### src/deq_pkg.sv
// Shared types and constants for the double-ended queue unit.
`timescale 1ns / 1ps

package deq_pkg;

    localparam int DEPTH_DEF = 16;
    localparam int WORD_W    = 32;
    localparam int OP_W      = 2;
    localparam int COUNT_W   = 5;
    localparam int IN_W      = 40;
    localparam int OUT_W     = 72;

    typedef enum logic [OP_W-1:0] {
        OP_PUSH_FRONT = 2'd0,
        OP_PUSH_BACK  = 2'd1,
        OP_POP_FRONT  = 2'd2,
        OP_POP_BACK   = 2'd3
    } deq_op_t;

    typedef enum logic [1:0] {
        ST_IDLE,
        ST_READ,
        ST_LOAD
    } deq_state_t;

    typedef struct packed {
        logic exec;
        logic rd_en;
        logic load;
    } deq_cmd_t;

endpackage

### src/deq_ram.sv
// Generic RAM, one write port and two registered read ports.
`timescale 1ns / 1ps

module deq_ram #(
    parameter int WIDTH = 32,
    parameter int DEPTH = 16
) (
    input  logic                     clk,
    input  logic                     we,
    input  logic [$clog2(DEPTH)-1:0] waddr,
    input  logic [WIDTH-1:0]         wdata,
    input  logic                     re,
    input  logic [$clog2(DEPTH)-1:0] raddr_a,
    input  logic [$clog2(DEPTH)-1:0] raddr_b,
    output logic [WIDTH-1:0]         rdata_a,
    output logic [WIDTH-1:0]         rdata_b
);

    logic [WIDTH-1:0] mem [DEPTH];

    always_ff @(posedge clk)
    begin
        if (we)
        begin
            mem[waddr] <= wdata;
        end
        if (re)
        begin
            rdata_a <= mem[raddr_a];
            rdata_b <= mem[raddr_b];
        end
    end

endmodule

### src/deq_ctrl.sv
// Sequencer for the double-ended queue: accept, read back, load result.
`timescale 1ns / 1ps

module deq_ctrl
    import deq_pkg::*;
(
    input  logic     clk,
    input  logic     rst_n,
    input  logic     s_tvalid,
    output logic     s_tready,
    output logic     m_tvalid,
    input  logic     m_tready,
    output deq_cmd_t cmd
);

    deq_state_t state_reg, state_next;
    logic       out_valid_reg, out_valid_next;

    always_ff @(posedge clk or negedge rst_n)
    begin
        if (!rst_n)
        begin
            state_reg     <= ST_IDLE;
            out_valid_reg <= 1'b0;
        end
        else
        begin
            state_reg     <= state_next;
            out_valid_reg <= out_valid_next;
        end
    end

    always_comb
    begin
        state_next     = state_reg;
        out_valid_next = out_valid_reg && !m_tready;
        s_tready       = 1'b0;
        cmd            = '0;
        unique case (state_reg)
            ST_IDLE:
            begin
                s_tready = 1'b1;
                if (s_tvalid)
                begin
                    cmd.exec   = 1'b1;
                    state_next = ST_READ;
                end
            end
            ST_READ:
            begin
                cmd.rd_en  = 1'b1;
                state_next = ST_LOAD;
            end
            ST_LOAD:
            begin
                // output register must be free or draining this cycle
                if (!out_valid_reg || m_tready)
                begin
                    cmd.load       = 1'b1;
                    out_valid_next = 1'b1;
                    state_next     = ST_IDLE;
                end
            end
            default:
            begin
                state_next = ST_IDLE;
            end
        endcase
    end

    assign m_tvalid = out_valid_reg;

endmodule

### src/deq_dpath.sv
// Datapath: pointers, element count, ring store and result register.
`timescale 1ns / 1ps

module deq_dpath
    import deq_pkg::*;
#(
    parameter int DEPTH = DEPTH_DEF
) (
    input  logic                       clk,
    input  logic                       rst_n,
    input  deq_cmd_t                   cmd,
    input  logic [OP_W-1:0]            opcode,
    input  logic signed [WORD_W-1:0]   value,
    output logic                       ok,
    output logic signed [WORD_W-1:0]   front_value,
    output logic signed [WORD_W-1:0]   back_value,
    output logic [COUNT_W-1:0]         count,
    output logic                       is_empty,
    output logic [$clog2(DEPTH+1)-1:0] elem_count
);

    localparam int AW = $clog2(DEPTH);
    localparam int CW = $clog2(DEPTH + 1);
    localparam logic [AW-1:0] LAST = AW'(DEPTH - 1);
    localparam logic [CW-1:0] FULL = CW'(DEPTH);

    logic [AW-1:0] head_reg, head_next;
    logic [AW-1:0] tail_reg, tail_next;
    logic [CW-1:0] cnt_reg, cnt_next;
    logic          done_reg, done_next;

    logic                     ok_reg;
    logic signed [WORD_W-1:0] front_reg;
    logic signed [WORD_W-1:0] back_reg;
    logic [COUNT_W-1:0]       count_reg;
    logic                     empty_reg;

    logic          we;
    logic [AW-1:0] waddr;
    logic [AW-1:0] head_dec, head_inc, tail_dec, tail_inc;
    logic [WORD_W-1:0] rd_front, rd_back;
    logic [CW+COUNT_W-1:0] cnt_ext;
    deq_op_t op;

    assign op       = deq_op_t'(opcode);
    assign head_dec = (head_reg == '0) ? LAST : head_reg - 1'b1;
    assign head_inc = (head_reg == LAST) ? '0 : head_reg + 1'b1;
    assign tail_dec = (tail_reg == '0) ? LAST : tail_reg - 1'b1;
    assign tail_inc = (tail_reg == LAST) ? '0 : tail_reg + 1'b1;

    always_comb
    begin
        head_next = head_reg;
        tail_next = tail_reg;
        cnt_next  = cnt_reg;
        done_next = done_reg;
        we        = 1'b0;
        waddr     = tail_reg;
        if (cmd.exec)
        begin
            done_next = 1'b0;
            case (op)
                OP_PUSH_FRONT:
                begin
                    if (cnt_reg != FULL)
                    begin
                        head_next = head_dec;
                        waddr     = head_dec;
                        we        = 1'b1;
                        cnt_next  = cnt_reg + 1'b1;
                        done_next = 1'b1;
                    end
                end
                OP_PUSH_BACK:
                begin
                    if (cnt_reg != FULL)
                    begin
                        tail_next = tail_inc;
                        we        = 1'b1;
                        cnt_next  = cnt_reg + 1'b1;
                        done_next = 1'b1;
                    end
                end
                OP_POP_FRONT:
                begin
                    if (cnt_reg != '0)
                    begin
                        head_next = head_inc;
                        cnt_next  = cnt_reg - 1'b1;
                        done_next = 1'b1;
                    end
                end
                default:
                begin
                    if (cnt_reg != '0)
                    begin
                        tail_next = tail_dec;
                        cnt_next  = cnt_reg - 1'b1;
                        done_next = 1'b1;
                    end
                end
            endcase
        end
    end

    always_ff @(posedge clk or negedge rst_n)
    begin
        if (!rst_n)
        begin
            head_reg <= '0;
            tail_reg <= '0;
            cnt_reg  <= '0;
            done_reg <= 1'b0;
        end
        else
        begin
            head_reg <= head_next;
            tail_reg <= tail_next;
            cnt_reg  <= cnt_next;
            done_reg <= done_next;
        end
    end

    deq_ram #(
        .WIDTH (WORD_W),
        .DEPTH (DEPTH)
    ) u_ram (
        .clk     (clk),
        .we      (we),
        .waddr   (waddr),
        .wdata   (value),
        .re      (cmd.rd_en),
        .raddr_a (head_reg),
        .raddr_b (tail_dec),
        .rdata_a (rd_front),
        .rdata_b (rd_back)
    );

    assign cnt_ext = {{COUNT_W{1'b0}}, cnt_reg};

    always_ff @(posedge clk)
    begin
        if (cmd.load)
        begin
            ok_reg    <= done_reg;
            front_reg <= (cnt_reg == '0) ? '0 : rd_front;
            back_reg  <= (cnt_reg == '0) ? '0 : rd_back;
            count_reg <= cnt_ext[COUNT_W-1:0];
            empty_reg <= (cnt_reg == '0);
        end
    end

    assign ok          = ok_reg;
    assign front_value = front_reg;
    assign back_value  = back_reg;
    assign count       = count_reg;
    assign is_empty    = empty_reg;
    assign elem_count  = cnt_reg;

endmodule

### src/double_ended_queue_unit.sv
// Top level of the double-ended queue unit.
`timescale 1ns / 1ps

// Bounded double-ended queue of DEPTH signed 32-bit words in a ring store.
// Each input beat is one operation (push front, push back, pop front, pop
// back) and yields exactly one output beat with ok (0 when a push meets a
// full queue or a pop an empty one), the front and back words (0 when
// empty), the element count and an empty flag. An operation runs from
// acceptance through pointer update and store write, the registered read
// of the front and back slots, then the result load, which waits until the
// output register is free or draining; no new beat is taken before that
// load. The result waits in an output register, so the next beat is
// accepted while it is pending. No clearing pass: stale reads are masked.

module double_ended_queue_unit
    import deq_pkg::*;
#(
    parameter int DEPTH = DEPTH_DEF
) (
    input  logic             clk,
    input  logic             rst_n,
    input  logic             s_tvalid,
    output logic             s_tready,
    // [1:0] opcode, [33:2] value, [39:34] zero
    input  logic [IN_W-1:0]  s_tdata,
    output logic             m_tvalid,
    input  logic             m_tready,
    // [0] ok, [32:1] front_value, [64:33] back_value, [69:65] count,
    // [70] is_empty, [71] zero
    output logic [OUT_W-1:0] m_tdata
);

    localparam int CW = $clog2(DEPTH + 1);

    deq_cmd_t              cmd;
    logic                  ok;
    logic signed [WORD_W-1:0] front_value, back_value;
    logic [COUNT_W-1:0]    count;
    logic                  is_empty;
    logic [CW-1:0]         elem_count;

    deq_ctrl u_ctrl (
        .clk      (clk),
        .rst_n    (rst_n),
        .s_tvalid (s_tvalid),
        .s_tready (s_tready),
        .m_tvalid (m_tvalid),
        .m_tready (m_tready),
        .cmd      (cmd)
    );

    deq_dpath #(
        .DEPTH (DEPTH)
    ) u_dpath (
        .clk         (clk),
        .rst_n       (rst_n),
        .cmd         (cmd),
        .opcode      (s_tdata[OP_W-1:0]),
        .value       (s_tdata[OP_W+WORD_W-1:OP_W]),
        .ok          (ok),
        .front_value (front_value),
        .back_value  (back_value),
        .count       (count),
        .is_empty    (is_empty),
        .elem_count  (elem_count)
    );

    assign m_tdata = {1'b0, is_empty, count, back_value, front_value, ok};

    a_count_bound: assert property (@(posedge clk) disable iff (!rst_n)
        {1'b0, elem_count} <= (CW+1)'(DEPTH))
        else $error("element count above depth");

    a_one_in_flight: assert property (@(posedge clk) disable iff (!rst_n)
        s_tvalid && s_tready |=> !s_tready)
        else $error("second beat accepted while an operation is in flight");

    a_count_step: assert property (@(posedge clk) disable iff (!rst_n)
        elem_count != $past(elem_count) |->
            ({1'b0, elem_count} == {1'b0, $past(elem_count)} + 1'b1 ||
             {1'b0, elem_count} + 1'b1 == {1'b0, $past(elem_count)}))
        else $error("element count moved by more than one");

endmodule

### config.mk
export PLATFORM = sky130hd
export DESIGN_NAME = double_ended_queue_unit
export DESIGN_NICKNAME = d
export VERILOG_FILES = /design/src/deq_pkg.sv /design/src/deq_ram.sv /design/src/deq_ctrl.sv /design/src/deq_dpath.sv /design/src/double_ended_queue_unit.sv
export SDC_FILE = /design/constraint.sdc
export NUM_CORES = 1
export LEC_CHECK = 0
export BUFFER_PORTS_ARGS = -buffer_cell sky130_fd_sc_hd__buf_4
export CAP_MARGIN = 20
export CORE_MARGIN = 1.5
export CORE_UTILIZATION = 56
export DETAILED_ROUTE_END_ITERATION = 8
export PLACE_DENSITY = 0.76
export SLEW_MARGIN = 10
export SYNTH_ARGS = -nofsm -noshare
export SYNTH_HDL_FRONTEND = slang
export SYNTH_SLANG_ARGS = --single-unit
### constraint.sdc
create_clock -name clk -period 4.5 [get_ports clk]
set_input_delay 0.675 -clock clk [delete_from_list [all_inputs] [get_ports clk]]
set_output_delay 0.675 -clock clk [all_outputs]
set_load 0.05 [all_outputs]
=== After elaboration in Yosys (flattened, before gate mapping) ===
Memories as Yosys holds them, arrays and structs flattened. A register that Yosys moved wholly into a read port is not among the register bits.
Cells that the tools add are included.

* RAM bits: 512
* Register bits after elaboration: 88
* Memories kept: 1
* Word-level logic and storage cells: 85
* Input port bits: 44
* Output and inout port bits: 74

{| class="wikitable"
|+ Memory list
! memory !! words !! width !! rd ports !! clocked after memory_dff !! write ports !! line !! source
|-
| u_dpath.u_ram.mem || 16 || 32 || 2 || 2 || 1 || deq_ram.sv:19 || <nowiki>logic [WIDTH-1:0] mem [DEPTH];</nowiki>
|}

* Reduce and logical (&&, ||, !) cells: 19
* Bitwise operators: 1
* Multiplexer cells: 34
* Equal/unequal tests: 13
* $add $sub $neg: 6

{| class="wikitable"
|+ Operator list
! kind !! count
|-
| $mux W4 || 11
|-
| $pmux W4 S2 || 2
|-
| $mux W1 || 15
|-
| $mux W5 || 3
|-
| $ne A2 B1 Y1 const B || 5
|-
| $add A4 B1 Y4 const B || 2
|-
| $eq A4 B4 Y1 const B || 2
|-
| $logic_not A4 Y1 || 2
|-
| $reduce_and A4 Y1 || 2
|-
| $sub A4 B1 Y4 const B || 2
|-
| $pmux W2 S3 || 1
|-
| $reduce_bool A2 Y1 || 3
|-
| $add A5 B1 Y5 const B || 1
|-
| $logic_not A5 Y1 || 1
|-
| $ne A5 B5 Y1 const B || 1
|-
| $reduce_bool A5 Y1 || 1
|-
| $sub A5 B1 Y5 const B || 1
|-
| $eq A2 B1 Y1 const B || 2
|-
| $eq A2 B2 Y1 const B || 2
|-
| $logic_not A2 Y1 || 2
|-
| $mux W2 || 2
|-
| $reduce_or A2 Y1 || 2
|-
| $reduce_and A3 Y1 || 1
|-
| $logic_not A1 Y1 || 2
|-
| 5 further kinds || 5
|}

=== Depth between registers and ports, before layout ===
Gate-level depths: netlist of run 1.

* Depth in word-level cells: 6
* Mapped depth: 12

=== By module ===
A second synthesis of run 1 with hierarchy kept.

* Cells, all modules: 1418
* Area, all modules: 28638.7 um^2

{| class="wikitable"
|+ Modules (own cells, without submodules)
! module !! area each (um^2) !! times used !! cells an instance !! sequential area each (um^2)
|-
| deq_ram || 24843.8 || 1 || 1141 || 17296.6
|-
| deq_dpath || 3636.0 || 1 || 261 || 2482.4
|-
| deq_ctrl || 132.6 || 1 || 12 || 75.1
|-
| double_ended_queue_unit || 26.3 || 1 || 4 || 0.0
|}

=== Least setup slack after synthesis of run 1 ===
Ideal clock, no wire load.

* Path kind: input to register
* From: input m_tready
* To: register u_dpath.back_reg[0], in the netlist u_dpath.back_value[0] (enable)
* Setup time: 0.509 ns
* Path slack: 0.026 ns
* Stages: 2
* Arrival time: 3.965 ns
* Cells stage by stage: nand2b_1 -> nor2b_1

{| class="wikitable"
|+ RTL lines
! element !! line !! source
|-
| start, declared || double_ended_queue_unit.sv:27 || <nowiki>input logic m_tready,</nowiki>
|-
| end signal, assigned || deq_dpath.sv:147 || <nowiki>back_reg <= (cnt_reg == '0) ? '0 : rd_back;</nowiki>
|-
| end, declared || deq_dpath.sv:34 || <nowiki>logic signed [WORD_W-1:0] back_reg;</nowiki>
|}

=== Worst setup path in the final report of run 1 ===
* From: register u_dpath.tail_reg[0]
* To: register u_dpath.u_ram.rdata_b[14], read port of u_dpath.u_ram.mem (data pin)

* Longest elaborated chain between the ends: 2
* Elaborated cells between the ends (all ways): 3

{| class="wikitable"
|+ RTL lines
! element !! line !! source
|-
| start, declared || deq_dpath.sv:28 || <nowiki>logic [AW-1:0] tail_reg, tail_next;</nowiki>
|-
| start signal, assigned || deq_dpath.sv:118 || <nowiki>tail_reg <= tail_next;</nowiki>
|-
| $sub A4 B1 Y4 / $logic_not A4 Y1 (equally long branches) || deq_dpath.sv:48 || <nowiki>assign tail_dec = (tail_reg == '0) ? LAST : tail_reg - 1'b1;</nowiki>
|-
| $mux W4 (*) || deq_dpath.sv:48 ||
|-
| end, declared || deq_ram.sv:16 || <nowiki>output logic [WIDTH-1:0] rdata_b</nowiki>
|}

Every way passes the cells marked *; elsewhere a longest branch is shown, timed or not.
A chain may end at the register's enable or synchronous reset.

==> results of run 1 <==
[final cells by class]
cell class	count	area [µm²]	area share
Clock buffer	84	1850	0.0561
Multi-Input combinational cell	768	8440	0.257
Clock inverter	38	313	0.00950
Inverter	12	45.0	0.00137
Antenna cell	2	5.00	0.000152
Sequential cell	664	19900	0.604
Timing Repair Buffer	166	1550	0.0471
Tap cell	672	841	0.0255
[worst max-delay path by stage]
| stage | endpoint | depth (start not counted) |
|---|---|---|
| 2_1_floorplan | u_dpath.back_value[0] | 2 |
| 3_3_place_gp | u_dpath.u_ram.rdata_b[14] | 9 |
| 3_5_place_dp | u_dpath.u_ram.rdata_b[12] | 9 |
| 4_1_cts | u_dpath.u_ram.rdata_b[14] | 9 |
| 5_1_grt | u_dpath.u_ram.rdata_b[12] | 9 |
| 6_report | u_dpath.u_ram.rdata_b[14] | 9 |
[cell families (layout without fill, tap and decap cells)]
kind of cell | count (synthesis) | in the layout
buffers and inverters | 123 | 300
other | 1 | 3
AND/OR/NAND/NOR | 220 | 220
XOR/XNOR | 12 | 12
flip-flops | 664 | 664
multiplexers | 210 | 210
AO/OA/AOI/OAI | 317 | 317
adder cells (fa/ha/maj) | 8 | 8
[Yosys cell counts, drive strengths merged (8+ instances only)]
cell / instances
a31oi: 13
or4: 24
edfxtp: 647
nor3: 10
mux4: 196
and2: 26
nor2: 31
nand2: 30
inv: 11
nor2b: 70
a22oi: 151
mux2i: 10
a21oi: 63
nand3: 8
buf: 36
clkbuf: 75
a21boi: 24
o21ai: 22
dfrtp: 17
[what timing repair did]
action	CTS	global route
setup buffers	0	0
endpoints found under the setup margin	0	0
hold buffers	1	0
endpoints found under the hold margin	17	0
[stage by stage]
stage          hold WS [ns]  worst slack, ns  power (mW)
2_1_floorplan         0.379           0.0264        14.6
4_1_cts               0.338            0.837        23.2
6_report              0.359            0.852        23.3
3_3_place_gp          0.448            0.882        17.5
3_5_place_dp          0.449            0.846        17.7
5_1_grt               0.351            0.714        24.1
[metal layers]
metal | GRT usage | vias up
met5 | 0 | -
met2 | 0.454 | 1191
met4 | 0.124 | 2
met3 | 0.0552 | 200
met1 | 0.377 | 8659
li1 | - | 6767
[power breakdown]
group          internal [mW]  total [mW]  switching [mW]
sequential              7.84        8.22           0.383
clock                   3.16        5.48            2.33
combinational           3.89        9.57            5.68
==> flow_summary.json, run 1 <==
{
  "status": "complete, no violations",
  "whs_endpoint": "u_dpath.u_ram.mem[0][9]",
  "post_cts.resized_instances": 0,
  "dominantRegCellSynth": "sky130_fd_sc_hd__edfxtp_1",
  "synth_edf_count": 647,
  "cts_tree": "yes",
  "timing.setup.critical_path_class": "reg2reg",
  "synthArstFlopShare": 0.0256,
  "synth_seq_cells": 664,
  "route.final.wire_length_um": 72900,
  "worst-r2r-cell-count": 9,
  "synth_sequential_area_ratio": 0.694,
  "drive_gt1_frac": 0.287,
  "instances_no_fill": 2406,
  "grt.overflow.total": 0,
  "timing.final.hold_violations": 0,
  "maxSlewViolCount": 0,
  "minimum_clock_period_after_layout_ns": 3.65,
  "total_drc_errors_in_the_routed_layout": 0,
  "synth_compound_gate_area_share": 0.0775,
  "clock_path_buffers": 3,
  "io_buffers": 110,
  "synth_xor_xnor_area_share": 0.00367,
  "clk_root_buffer_cell": "sky130_fd_sc_hd__clkbuf_16",
  "path_cells": "clkinv_1 -> buf_4 -> ha_1 -> or3b_1 -> nand2_4 -> buf_12 -> mux4_2 -> and2_0 -> or4_1",
  "crit_family": "simple AND/OR/NAND/NOR gates",
  "clk_pin_slew_ns": 0.06,
  "clock_sinks": 664,
  "dieArea_um2": 52500,
  "maxCapViolCount": 0,
  "worstHoldPathCells": 1,
  "max_transition_margin": 0.229,
  "static-leakage-power_nw": 10.6,
  "synth_nets": 1607,
  "avgSynthCellArea_um2": 18.4,
  "layout_commonest_cell": "sky130_fd_sc_hd__edfxtp_1",
  "width_of_the_chip_um": 229,
  "finish.utilization": 0.655,
  "crit_fanout": 27,
  "post_synth_inst_count": 1555,
  "antenna_found_initial": 2,
  "synthTopCellsByArea": "sky130_fd_sc_hd__edfxtp_1 (68%), sky130_fd_sc_hd__mux4_2 (15%), sky130_fd_sc_hd__a22oi_1 (4.0%)",
  "final.fill_count": 3291,
  "largest_register_ff_count": 512,
  "setup.worst_path.start_class": "flip-flop",
  "drt_iter0_drc": 2340,
  "mostFrequentLayoutCells": "sky130_fd_sc_hd__edfxtp_1 (647), sky130_fd_sc_hd__mux4_2 (196), sky130_fd_sc_hd__a22oi_1 (151)",
  "synthMuxAreaShare": 0.159,
  "worst_hold_startpoint": "s_tdata[11]",
  "crit_slowest_cell": "sky130_fd_sc_hd__mux4_2",
  "synthToLayoutAreaGrowth_pct": 15.0,
  "dp.cells": 2277,
  "final.setup.tns_ns": 0,
  "drt-vias-per-instance": 6.99,
  "route.layer.met1.wl_um": 26800,
  "ys.warnings.count": 0,
  "crit-reg2reg-launch": "u_dpath.tail_reg[0]",
  "finish.net_count": 1732,
  "critical_path_arrival_ns": 3.98,
  "worstPathRequired_ns": 4.83,
  "number_of_global_route_vias_before_repair": 17000,
  "drtAntennaViolNets": 0,
  "grt_pass1_wl_um": 108000,
  "core_um2": 50300,
  "report.final.setup_viol": 0,
  "cts-htree-levels": 3,
  "period_share": 0.811,
  "cts-buffers-inserted": 68,
  "initial_utilization": 0.569,
  "detailroute.via_count": 16800,
  "wl_met2_um": 35700,
  "final_clock_skew_ns": 0.0175,
  "syn-cell-area_um2": 28600,
  "grt_max_degree": 81,
  "critPathMaxStageDelay_ns": 0.53,
  "floorplan.io_pins": 118,
  "regToRegSetupSlack_ns": 0.85,
  "largest-register": "u_dpath.u_ram.mem",
  "worst_tran_pin_value_ns": 1.16,
  "rsz0062_at_grt": "false",
  "cp-startpoint": "u_dpath.tail_reg[0]",
  "yosys.area_share.adder": 0.00376,
  "clk-insertion-delay-late_ns": 0.62,
  "dp.final_hpwl_um": 39900,
  "setup.worst_path.end_class": "flip-flop",
  "placementRows": 82,
  "worst-path-buf-inv": 3,
  "cellPowerDensity_nw_per_um2": 707,
  "postLayoutCellArea_um2": 32900,
  "reg2reg_to": "u_dpath.u_ram.rdata_b[14]",
  "post-synth-top-area-fraction": 0.679,
  "wl_met3_um": 7620,
  "synth_simple_gate_area_share": 0.0439,
  "groute.usage.overall": 0.282,
  "wire_per_inst_um": 30.3,
  "routed.top_layer": "met5",
  "synth_cell_type_count": 63,
  "placement.cell_area_um2": 30700,
  "max-vdd-ir-drop_mv": 0.586,
  "clock.fmax_mhz": 274,
  "routabilityCongestion": 0.811,
  "firstDrtPassIters": 7,
  "main_combinational_cell_family_by_area_after_synthesis": "multiplexers",
  "die-height_um": 229,
  "min-delay-path-class": "in2reg",
  "post-synth-top-area-cell": "sky130_fd_sc_hd__edfxtp_1"
}
No activity file was read; power rests on OpenSTA's default activity.
==> run 2, diff against run 1 <==
clock period = 3.1 ns   (was 4.5 ns; I/O delays follow)
==> flow_summary.json, run 2 (synthesis gave the netlist of run 1 again) <==
{
  "status": "complete, no violations",
  "grt_max_degree": 79,
  "critical_path_arrival_ns": 3.29,
  "finish.net_count": 1769,
  "placementRows": 82,
  "synthToLayoutAreaGrowth_pct": 16.3,
  "maxSlewViolCount": 0,
  "setup.worst_path.start_class": "flip-flop",
  "detailroute.via_count": 16800,
  "worst_tran_pin_value_ns": 0.926,
  "drive_gt1_frac": 0.301,
  "cts-buffers-inserted": 68,
  "timing.final.hold_violations": 0,
  "rsz0062_at_grt": "false",
  "static-leakage-power_nw": 10.8,
  "antenna_found_initial": 3,
  "layout_commonest_cell": "sky130_fd_sc_hd__edfxtp_1",
  "dp.final_hpwl_um": 41400,
  "post-cts-setup-buffers": 0,
  "minimum_clock_period_after_layout_ns": 2.93,
  "critPathMaxStageDelay_ns": 0.54,
  "width_of_the_chip_um": 229,
  "setup.worst_path.end_class": "flip-flop",
  "path_cells": "inv_1 -> ha_1 -> or3b_4 -> nand2_8 -> buf_12 -> mux4_2 -> and2_1 -> or4_1",
  "crit_slowest_cell": "sky130_fd_sc_hd__mux4_2",
  "die-height_um": 229,
  "clock_sinks": 664,
  "mostFrequentLayoutCells": "sky130_fd_sc_hd__edfxtp_1 (647), sky130_fd_sc_hd__mux4_2 (196), sky130_fd_sc_hd__buf_4 (161)",
  "dieArea_um2": 52500,
  "clock_path_buffers": 3,
  "io_buffers": 110,
  "worstPathRequired_ns": 3.46,
  "drt_iter0_drc": 2056,
  "largest_register_ff_count": 512,
  "floorplan.io_pins": 118,
  "clk_root_buffer_cell": "sky130_fd_sc_hd__clkbuf_16",
  "finish.utilization": 0.662,
  "clock.fmax_mhz": 341,
  "dp.cells": 2316,
  "max-vdd-ir-drop_mv": 0.793,
  "grt.overflow.total": 0,
  "maxCapViolCount": 0,
  "report.final.setup_viol": 0,
  "clk-insertion-delay-late_ns": 0.61,
  "largest-register": "u_dpath.u_ram.mem",
  "route.final.wire_length_um": 72800,
  "cts-htree-levels": 3,
  "drt-vias-per-instance": 6.88,
  "initial_utilization": 0.569,
  "grt_pass1_wl_um": 108000,
  "routabilityCongestion": 0.829,
  "max_transition_margin": 0.382,
  "wire_per_inst_um": 29.9,
  "clk_pin_slew_ns": 0.06,
  "drtAntennaViolNets": 0,
  "timing.setup.critical_path_class": "reg2reg",
  "instances_no_fill": 2438,
  "crit_fanout": 14,
  "firstDrtPassIters": 5,
  "period_share": 0.945,
  "number_of_global_route_vias_before_repair": 17200,
  "cellPowerDensity_nw_per_um2": 1010,
  "min-delay-path-class": "in2reg",
  "groute.usage.overall": 0.282,
  "core_um2": 50300,
  "total_drc_errors_in_the_routed_layout": 0,
  "cts_tree": "yes",
  "final_clock_skew_ns": 0.0238
}
run 2: critical path, delay by kind of cell, from the launching register on:
family	cells	cell delay, ns
multiplexers	1	0.54
adder cells (fa/ha/maj)	1	0.17
AND/OR/NAND/NOR	4	1.24
flip-flops	1	0.38
buffers and inverters	2	0.33
run 2: metrics by stage:
step / power (mW) / setup WS, ns / instance area, µm² / hold WS, ns / TNS [ns]
floorplan: 21.2 / -0.840 / 28700 / 0.169 / -187.26
finish: 33.8 / 0.171 / 33300 / 0.141 / 0
global route: 35.1 / 0.0347 / 33300 / 0.136 / 0
global placement: 25.8 / 0.145 / 31200 / 0.347 / 0
detailed placement: 26.0 / 0.0922 / 31200 / 0.348 / 0
CTS: 33.8 / 0.0531 / 33300 / 0.120 / 0
run 2: path summary, 6_finish.rpt:
path | from | to | slack [ns] | depth (start not counted)
worst max-delay path | u_dpath.tail_reg[1] | u_dpath.u_ram.rdata_b[25] | 0.17 | 8
worst min-delay path | s_tdata[29] | u_dpath.u_ram.mem[2][27] | 0.14 | 1
worst max register to register | u_dpath.tail_reg[1] | u_dpath.u_ram.rdata_b[25] | 0.17 | 8
worst min register to register | u_dpath.done_reg | u_dpath.ok | 0.47 | 0
max in group asynchronous | rst_n | u_dpath.head_reg[0] | 2.61 | 2
min in group asynchronous | rst_n | u_dpath.elem_count[4] | 0.26 | 2
run 2: repair_timing:
item / 4_1_cts / 5_1_grt
hold endpoints to repair: 17 / 0
setup endpoints to repair: 0 / 5
resized for setup: 0 / 1
hold buffers: 1 / 0
run 2: final cells by class:
type                            count  area [µm²]
Timing Repair Buffer              203        2030
Antenna cell                        1        2.50
Fill cell                        3325       17000
Inverter                           12        46.3
Sequential cell                   664       19900
Multi-Input combinational cell    768        8450
Clock buffer                       84        1800
Tap cell                          672         841
Clock inverter                     34         270
run 2: layer usage:
layer / GRT usage / routed length (µm) / vias up
met4: 0.128 / 3080 / 2
met1: 0.366 / 25800 / 8593
met3: 0.0716 / 8050 / 207
met5: 0 / 12 / -
li1: - / - / 6843
met2: 0.454 / 35800 / 1123
run 2: report_power, final:
part / total (mW) / switching [mW] / internal (mW) / leakage, nW
Sequential: 11.8 / 0.454 / 11.4 / 6.06
Clock: 7.71 / 3.33 / 4.39 / 1.01
Combinational: 14.2 / 8.30 / 5.93 / 3.68
Total: 33.8 / 12.1 / 21.7 / 10.8
